### config.mk
export PLATFORM = sky130hd
export DESIGN_NAME = utc_to_local_date_time
export DESIGN_NICKNAME = d
export VERILOG_FILES = /design/src/utcl_pkg.sv /design/src/utcl_convert.sv /design/src/utc_to_local_date_time.sv
export SDC_FILE = /design/constraint.sdc
export NUM_CORES = 1
export LEC_CHECK = 0
export BUFFER_PORTS_ARGS = -buffer_cell sky130_fd_sc_hd__buf_4
export CAP_MARGIN = 30
export CORE_MARGIN = 8
export CORE_UTILIZATION = 60
export DETAILED_ROUTE_END_ITERATION = 10
export HOLD_SLACK_MARGIN = 0.08
export PLACE_DENSITY = 0.86
export SLEW_MARGIN = 25
export SYNTH_ARGS = -nofsm -noshare
export SYNTH_HDL_FRONTEND = slang
export SYNTH_SLANG_ARGS = --single-unit
### constraint.sdc
create_clock -name aclk -period 15.3 [get_ports aclk]
set_clock_uncertainty 0.05 [all_clocks]
set_input_delay 0 -clock aclk [delete_from_list [all_inputs] [get_ports aclk]]
set_output_delay 0 -clock aclk [all_outputs]
set_load 0.05 [all_outputs]
### src/utcl_pkg.sv
// Shared types and calendar helpers for the UTC to local date/time converter.
package utcl_pkg;

    localparam int unsigned YEAR_W   = 14;
    localparam int unsigned MONTH_W  = 4;
    localparam int unsigned DAY_W    = 5;
    localparam int unsigned HOUR_W   = 5;
    localparam int unsigned MINUTE_W = 6;
    localparam int unsigned SECOND_W = 6;
    localparam int unsigned ZONE_W   = 5;
    localparam int unsigned TDATA_W  = 40;

    localparam logic [YEAR_W-1:0]  YEAR_MAX  = 14'd9999;
    localparam logic [MONTH_W-1:0] MONTH_JAN = 4'd1;
    localparam logic [MONTH_W-1:0] MONTH_FEB = 4'd2;
    localparam logic [MONTH_W-1:0] MONTH_APR = 4'd4;
    localparam logic [MONTH_W-1:0] MONTH_JUN = 4'd6;
    localparam logic [MONTH_W-1:0] MONTH_SEP = 4'd9;
    localparam logic [MONTH_W-1:0] MONTH_NOV = 4'd11;
    localparam logic [MONTH_W-1:0] MONTH_DEC = 4'd12;
    localparam logic [HOUR_W-1:0]  HOUR_MAX  = 5'd23;
    localparam logic [DAY_W-1:0]   DAY_FIRST = 5'd1;
    localparam logic [DAY_W-1:0]   DAY_LAST_DEC = 5'd31;

    // One date/time beat, last field (year) in the lowest bits
    typedef struct packed {
        logic [SECOND_W-1:0] second;
        logic [MINUTE_W-1:0] minute;
        logic [HOUR_W-1:0]   hour;
        logic [DAY_W-1:0]    day;
        logic [MONTH_W-1:0]  month;
        logic [YEAR_W-1:0]   year;
    } date_time_t;

    // Days in a month, given the leap flag of its year
    function automatic logic [DAY_W-1:0] month_len(input logic [MONTH_W-1:0] m,
                                                   input logic leap);
        logic [DAY_W-1:0] len;
        len = 5'd31;
        if (m == MONTH_FEB) begin
            len = leap ? 5'd29 : 5'd28;
        end else if (m == MONTH_APR || m == MONTH_JUN || m == MONTH_SEP ||
                     m == MONTH_NOV) begin
            len = 5'd30;
        end
        return len;
    endfunction

endpackage

### src/utcl_convert.sv
// Combinational zone shift: input clamping, leap test and day/month/year carry.
module utcl_convert (
    input  utcl_pkg::date_time_t            utc,
    input  logic signed [utcl_pkg::ZONE_W-1:0] zone,
    output utcl_pkg::date_time_t            local_dt
);
    import utcl_pkg::*;

    logic [YEAR_W-1:0]  y;
    logic [MONTH_W-1:0] m;
    logic [DAY_W-1:0]   d;
    logic [HOUR_W-1:0]  h;
    logic [DAY_W-1:0]   len;
    logic [DAY_W-1:0]   prev_len;
    logic [26:0]        q_prod;
    logic [6:0]         cent;
    logic [YEAR_W-1:0]  cent_x100;
    logic               div100;
    logic               leap;
    logic signed [6:0]  hh;

    // Clamp the input fields into range
    always_comb begin
        y = (utc.year > YEAR_MAX) ? YEAR_MAX : utc.year;
        m = utc.month;
        if (m < MONTH_JAN) m = MONTH_JAN;
        if (m > MONTH_DEC) m = MONTH_DEC;
        h = (utc.hour > HOUR_MAX) ? HOUR_MAX : utc.hour;
    end

    // Leap test: century by reciprocal multiply, exact for years up to 9999
    assign q_prod    = {13'd0, y} * 27'd5243;
    assign cent      = q_prod[25:19];
    assign cent_x100 = ({7'd0, cent} << 6) + ({7'd0, cent} << 5) + ({7'd0, cent} << 2);
    assign div100    = (cent_x100 == y);
    assign leap      = div100 ? (cent[1:0] == 2'd0) : (y[1:0] == 2'd0);

    assign len      = month_len(m, leap);
    assign prev_len = month_len(m - MONTH_JAN, leap);

    always_comb begin
        d = utc.day;
        if (d < DAY_FIRST) d = DAY_FIRST;
        if (d > len) d = len;
    end

    assign hh = $signed({2'b00, h}) + 7'(zone);

    // Apply the shift and carry into the calendar
    always_comb begin
        local_dt.year   = y;
        local_dt.month  = m;
        local_dt.day    = d;
        local_dt.hour   = hh[HOUR_W-1:0];
        local_dt.minute = utc.minute;
        local_dt.second = utc.second;
        if (hh >= 7'sd24) begin
            local_dt.hour = 5'(hh - 7'sd24);
            if (d < len) begin
                local_dt.day = d + 5'd1;
            end else if (m < MONTH_DEC) begin
                local_dt.day   = DAY_FIRST;
                local_dt.month = m + 4'd1;
            end else if (y < YEAR_MAX) begin
                local_dt.day   = DAY_FIRST;
                local_dt.month = MONTH_JAN;
                local_dt.year  = y + 14'd1;
            end else begin
                // saturate at the last representable hour
                local_dt.day   = DAY_LAST_DEC;
                local_dt.month = MONTH_DEC;
                local_dt.hour  = HOUR_MAX;
            end
        end else if (hh < 7'sd0) begin
            local_dt.hour = 5'(hh + 7'sd24);
            if (d > DAY_FIRST) begin
                local_dt.day = d - 5'd1;
            end else if (m > MONTH_JAN) begin
                local_dt.month = m - 4'd1;
                local_dt.day   = prev_len;
            end else if (y > 14'd0) begin
                local_dt.year  = y - 14'd1;
                local_dt.month = MONTH_DEC;
                local_dt.day   = DAY_LAST_DEC;
            end else begin
                // saturate at the first representable hour
                local_dt.day   = DAY_FIRST;
                local_dt.month = MONTH_JAN;
                local_dt.hour  = 5'd0;
            end
        end
    end

endmodule

### src/utc_to_local_date_time.sv
// Top level: input register, zone shift logic, result register, offset register.
//
//  channel  | dir | fields (tdata, low bit up)
//  s_axis   | in  | year[13:0] month[17:14] day[22:18] hour[27:23] minute[33:28] second[39:34]
//  m_axis   | out | same layout, local date and time
//  cfg      | in  | cfg_wr_data = signed zone offset in hours
//
// One beat per cycle sustained while m_tready is high; data passes the input register, then the result register.
// The conversion itself is a single pass of logic between those two registers.
// aresetn (synchronous, active low) empties both stages and zeroes the offset.
// A stall on m_tready holds the result; the input stage still fills if it is empty.
module utc_to_local_date_time (
    input  logic                              aclk,
    input  logic                              aresetn,
    input  logic                              s_tvalid,
    output logic                              s_tready,
    // year, month, day, hour, minute, second
    input  logic [utcl_pkg::TDATA_W-1:0]      s_tdata,
    output logic                              m_tvalid,
    input  logic                              m_tready,
    // year, month, day, hour, minute, second
    output logic [utcl_pkg::TDATA_W-1:0]      m_tdata,
    input  logic                              cfg_wr_en,
    input  logic [utcl_pkg::ZONE_W-1:0]       cfg_wr_data
);
    import utcl_pkg::*;

    logic              in_valid_reg;
    date_time_t        in_data_reg;
    logic              out_valid_reg;
    date_time_t        out_data_reg;
    logic signed [ZONE_W-1:0] zone_reg;
    logic              in_ready;
    logic              out_ready;
    date_time_t        conv_dt;

    assign out_ready = !out_valid_reg || m_tready;
    assign in_ready  = !in_valid_reg || out_ready;
    assign s_tready  = in_ready;
    assign m_tvalid  = out_valid_reg;
    assign m_tdata   = out_data_reg;

    utcl_convert u_convert (
        .utc      (in_data_reg),
        .zone     (zone_reg),
        .local_dt (conv_dt)
    );

    // Offset register
    always_ff @(posedge aclk) begin
        if (!aresetn) begin
            zone_reg <= '0;
        end else if (cfg_wr_en) begin
            zone_reg <= $signed(cfg_wr_data);
        end
    end

    // Two-stage pipeline control
    always_ff @(posedge aclk) begin
        if (!aresetn) begin
            in_valid_reg  <= 1'b0;
            out_valid_reg <= 1'b0;
        end else begin
            if (in_ready) in_valid_reg <= s_tvalid;
            if (out_ready) out_valid_reg <= in_valid_reg;
        end
    end

    // Payload registers
    always_ff @(posedge aclk) begin
        if (in_ready && s_tvalid) in_data_reg <= s_tdata;
        if (out_ready && in_valid_reg) out_data_reg <= conv_dt;
    end

`ifndef ASSERT_OFF
    a_hour_range: assert property (@(posedge aclk) disable iff (!aresetn)
        m_tvalid |-> (out_data_reg.hour <= HOUR_MAX))
        else $error("result hour out of range");

    a_month_day: assert property (@(posedge aclk) disable iff (!aresetn)
        m_tvalid |-> (out_data_reg.month >= MONTH_JAN && out_data_reg.month <= MONTH_DEC &&
                      out_data_reg.day >= DAY_FIRST))
        else $error("result month or day out of range");

    a_reset_empty: assert property (@(posedge aclk)
        !aresetn |=> !m_tvalid && !in_valid_reg)
        else $error("pipeline not empty after reset");

    a_pass_minute: assert property (@(posedge aclk) disable iff (!aresetn)
        (in_valid_reg && out_ready) |=> (out_data_reg.minute == $past(in_data_reg.minute)))
        else $error("minute not passed through");
`endif

endmodule
==> run_summary.xml <==
<?xml version="1.0" encoding="UTF-8"?>
<metrics>
  <group name="floorplanning">
    <metric name="num_rows" unit="">44</metric>
    <metric name="coreArea" unit="um2">14480</metric>
    <metric name="pin_count" unit="">92</metric>
    <metric name="fp.dieArea" unit="um2">18870</metric>
    <metric name="chipWidth" unit="um">137.4</metric>
    <metric name="initial_core_util" unit="%">61.03</metric>
    <metric name="die_height" unit="um">137.4</metric>
  </group>
  <group name="yosys">
    <metric name="synth-edff-count" unit="">80</metric>
    <metric name="async_flop_share" unit="%">0</metric>
    <metric name="ys_types" unit="">75</metric>
    <metric name="yosys_register_bits" unit="">87</metric>
    <metric name="yosys.cell_count.top_type" unit="">inv_1</metric>
    <metric name="syn-num-nets" unit="">1120</metric>
    <metric name="area_share_of_the_largest_cell_type_after_synthesis" unit="%">27.19</metric>
    <metric name="synth_warnings" unit="">0</metric>
    <metric name="synth_area_leaders" unit="">edfxtp_1, ha_1, fa_1, inv_1, xnor2_1</metric>
    <metric name="mappedNetlistArea" unit="um2">8836</metric>
    <metric name="synth-main-ff-cell" unit="">edfxtp_1</metric>
    <metric name="post_synth.cell_area_avg" unit="um2">10.03</metric>
    <metric name="synth.top_cells.by_count" unit="">inv_1, ha_1, edfxtp_1, nand2_1, fa_1</metric>
    <metric name="syn-instance-count" unit="">881</metric>
    <metric name="register_area_share_after_synthesis" unit="%">28.77</metric>
    <metric name="synth_top_cell_by_area" unit="">edfxtp_1</metric>
  </group>
  <group name="route">
    <metric name="remaining_drc_errors" unit="">0</metric>
    <metric name="detail_route.first_pass.iterations" unit="">5</metric>
    <metric name="drt-initial-drc-count" unit="">759</metric>
    <metric name="route.detailed.vias_per_inst" unit="">6.119</metric>
    <metric name="routedWlPerCell" unit="um">21.39</metric>
    <metric name="drt.antenna.violating_nets" unit="">0</metric>
    <metric name="drt_wl_total" unit="um">25780</metric>
    <metric name="total_number_of_vias" unit="">7373</metric>
  </group>
  <group name="timing">
    <metric name="final_hold_viol_count" unit="">0</metric>
    <metric name="layout_worst_path_cycle_share" unit="%">90.94</metric>
    <metric name="grt_setup_unrepaired" unit="">false</metric>
    <metric name="worst-slew-pin-transition" unit="ns">0.7515</metric>
    <metric name="finalSetupViolCount" unit="">0</metric>
    <metric name="tns" unit="ns">0</metric>
    <metric name="max_slew_margin" unit="%">49.54</metric>
    <metric name="max_freq" unit="GHz">0.07187</metric>
    <metric name="finalMaxSlewViolations" unit="">0</metric>
    <metric name="finalCriticalPeriod" unit="ns">13.91</metric>
  </group>
  <group name="setup_path">
    <metric name="critical-path-top-delay-family" unit="">compound AO/OA/AOI/OAI gates</metric>
    <metric name="cpPeakStageDelay" unit="ns">0.69</metric>
    <metric name="path_buf_inv" unit="">5</metric>
    <metric name="largest_fanout_of_any_net_on_the_critical_path" unit="">9</metric>
    <metric name="endpoint_kind" unit="">flip-flop</metric>
    <metric name="cp_data_required_time" unit="ns">15.34</metric>
    <metric name="cpMaxStageDelayCell" unit="">a211oi_2</metric>
    <metric name="worst_path_most_repeated_cell" unit="">ha_1</metric>
    <metric name="setup.worst_path.class" unit="">reg -&gt; reg</metric>
    <metric name="cp_data_arrival_time" unit="ns">13.95</metric>
    <metric name="startpoint_type" unit="">flip-flop</metric>
  </group>
  <group name="global_routing">
    <metric name="grt.met2_usage" unit="%">47.44</metric>
    <metric name="grt_pass1_vias" unit="">7579</metric>
    <metric name="grt_pass1_wl" unit="um">40300</metric>
    <metric name="grt_use_met1" unit="%">33.82</metric>
    <metric name="gr-total-overflow" unit="">0</metric>
    <metric name="grt-busiest-layer" unit="">met2</metric>
    <metric name="initial_antenna_violation_count" unit="">0</metric>
    <metric name="pin_count_of_the_biggest_net_entering_global_routing" unit="">41</metric>
    <metric name="globalRouteTotalUtil" unit="%">27.83</metric>
    <metric name="groute.layer.met3.usage" unit="%">5.799</metric>
  </group>
  <group name="cells_and_area">
    <metric name="seq_area" unit="um2">2542</metric>
    <metric name="proportion_of_layout_cells_with_a_drive_suffix_above_1" unit="%">13.52</metric>
    <metric name="diodes" unit="">0</metric>
    <metric name="number_of_fill_cells_in_the_layout" unit="">952</metric>
    <metric name="nNetsFinal" unit="">1255</metric>
    <metric name="area.growth.synth_to_final" unit="%">19.14</metric>
    <metric name="layout.core_utilization" unit="%">72.71</metric>
    <metric name="multiInputGateArea" unit="um2">5663</metric>
  </group>
  <group name="clock_network">
    <metric name="ctsResizeCount" unit="">0</metric>
    <metric name="cts_made_buffers" unit="">9</metric>
    <metric name="cts_htree_levels" unit="">3</metric>
    <metric name="tritoncts_clock_tree" unit="">built</metric>
    <metric name="cts.sink_count" unit="">87</metric>
    <metric name="clock_insertion_delay_worst_skew" unit="ns">0.36</metric>
    <metric name="cts_max_path_buffers" unit="">2</metric>
    <metric name="path_clk_slew" unit="ns">0.08</metric>
    <metric name="cts.root.buffer_cell" unit="">clkbuf_16</metric>
    <metric name="cts_setup_buffers" unit="">0</metric>
  </group>
  <group name="pwr">
    <metric name="static-leakage-power" unit="uW">0.004888</metric>
    <metric name="peakVddDrop" unit="mV">0.2452</metric>
    <metric name="p_per_area" unit="nW/um2">208.8</metric>
  </group>
  <group name="job">
    <metric name="max_cap_violations" unit="">0</metric>
  </group>
  <group name="placed_design">
    <metric name="io_buffers" unit="">91</metric>
    <metric name="detailed_place_hpwl" unit="um">18210</metric>
    <metric name="finalWeightedCongestion" unit="">0.9684</metric>
  </group>
  <group name="outcome">
    <metric name="run_status" unit="">complete, no violations</metric>
  </group>
  <group name="worst_hold_path">
    <metric name="hp-class" unit="">in -&gt; reg</metric>
  </group>
</metrics>
per-stage QoR:
| step | setup WS (ns) | total power (uW) | std cells | hold slack (ns) | instance area, um2 |
|---|---|---|---|---|---|
| 5_1_grt | 0.6528 | 2346 | 1205 | 0.3118 | 10530 |
| 6_report | 1.386 | 2198 | 1205 | 0.3103 | 10530 |
| 3_3_place_gp | 2.620 | 1741 | 1133 | 0.1287 | 9647 |
| 3_5_place_dp | 2.287 | 1792 | 1134 | 0.1293 | 9667 |
| 4_1_cts | 2.184 | 2051 | 1205 | 0.3036 | 10530 |
| 2_1_floorplan | 3.790 | 1445 | 881 | 0.04887 | 8836 |
cell type report:
type | instances | area share, %
multi-input combinational | 631 | 53.79
clock inverter | 7 | 0.7963
tap | 184 | 2.187
timing repair buffer | 148 | 11.98
inverter | 139 | 4.956
sequential | 87 | 24.15
clock buffer | 9 | 2.139
cell usage in the layout (no fill, tap or decap), types with 8 or more instances in the layout:
cell           instances
o22ai_1               12
a21oi_1               37
dlygate4sd3_1         55
inv_1                136
edfxtp_1              80
nand2_1               57
xnor2_1               47
buf_4                 92
a31oi_1               11
nor2_1                46
clkbuf_16              9
nand2b_1              10
nand4_1                9
and3_1                12
nor2b_1               11
nand3_1               15
ha_1                 134
o21ai_0               21
xor2_1                11
a21o_1                16
fa_1                  55
and2_1                 8
nor3_1                11
where the power goes:
group	total, uW	internal [uW]	switching [uW]
clock	232	118	114
sequential	294	279	15.1
combinational	1670	685	987
kinds of logic after synthesis:
| kind of cell | share of synthesized area [%] |
|---|---|
| XOR/XNOR | 6.769 |
| AO/OA/AOI/OAI | 12.39 |
| adder cells (fa/ha/maj) | 31.44 |
| buffers and inverters | 7.250 |
| flip-flops | 28.77 |
| multiplexers | 0.9204 |
| AND/OR/NAND/NOR | 12.46 |
per-layer routing:
metal | wire length, um | share of wire [%]
met1 | 9677 | 38
met2 | 12910 | 50
met3 | 2280 | 8.8
met4 | 905 | 3.5
met5 | 0 | 0
timing repair:
| action | CTS | global route |
|---|---|---|
| hold buffers | 55 | 0 |
| setup endpoints to repair | 0 | 0 |
| hold endpoints to repair | 47 | 0 |
path summary, 6_finish.rpt:
path / start / endpoint / slack (ns) / cells past startpoint
setup / recovery: in_data_reg[6] / m_tdata[10] / 1.39 / 46
hold / removal: s_tdata[34] / in_data_reg[34] / 0.31 / 2
setup reg to reg: in_data_reg[6] / m_tdata[10] / 1.39 / 46
hold reg to reg: in_data_reg[30] / m_tdata[30] / 0.37 / 0
No activity file was read; power rests on OpenSTA's default activity.
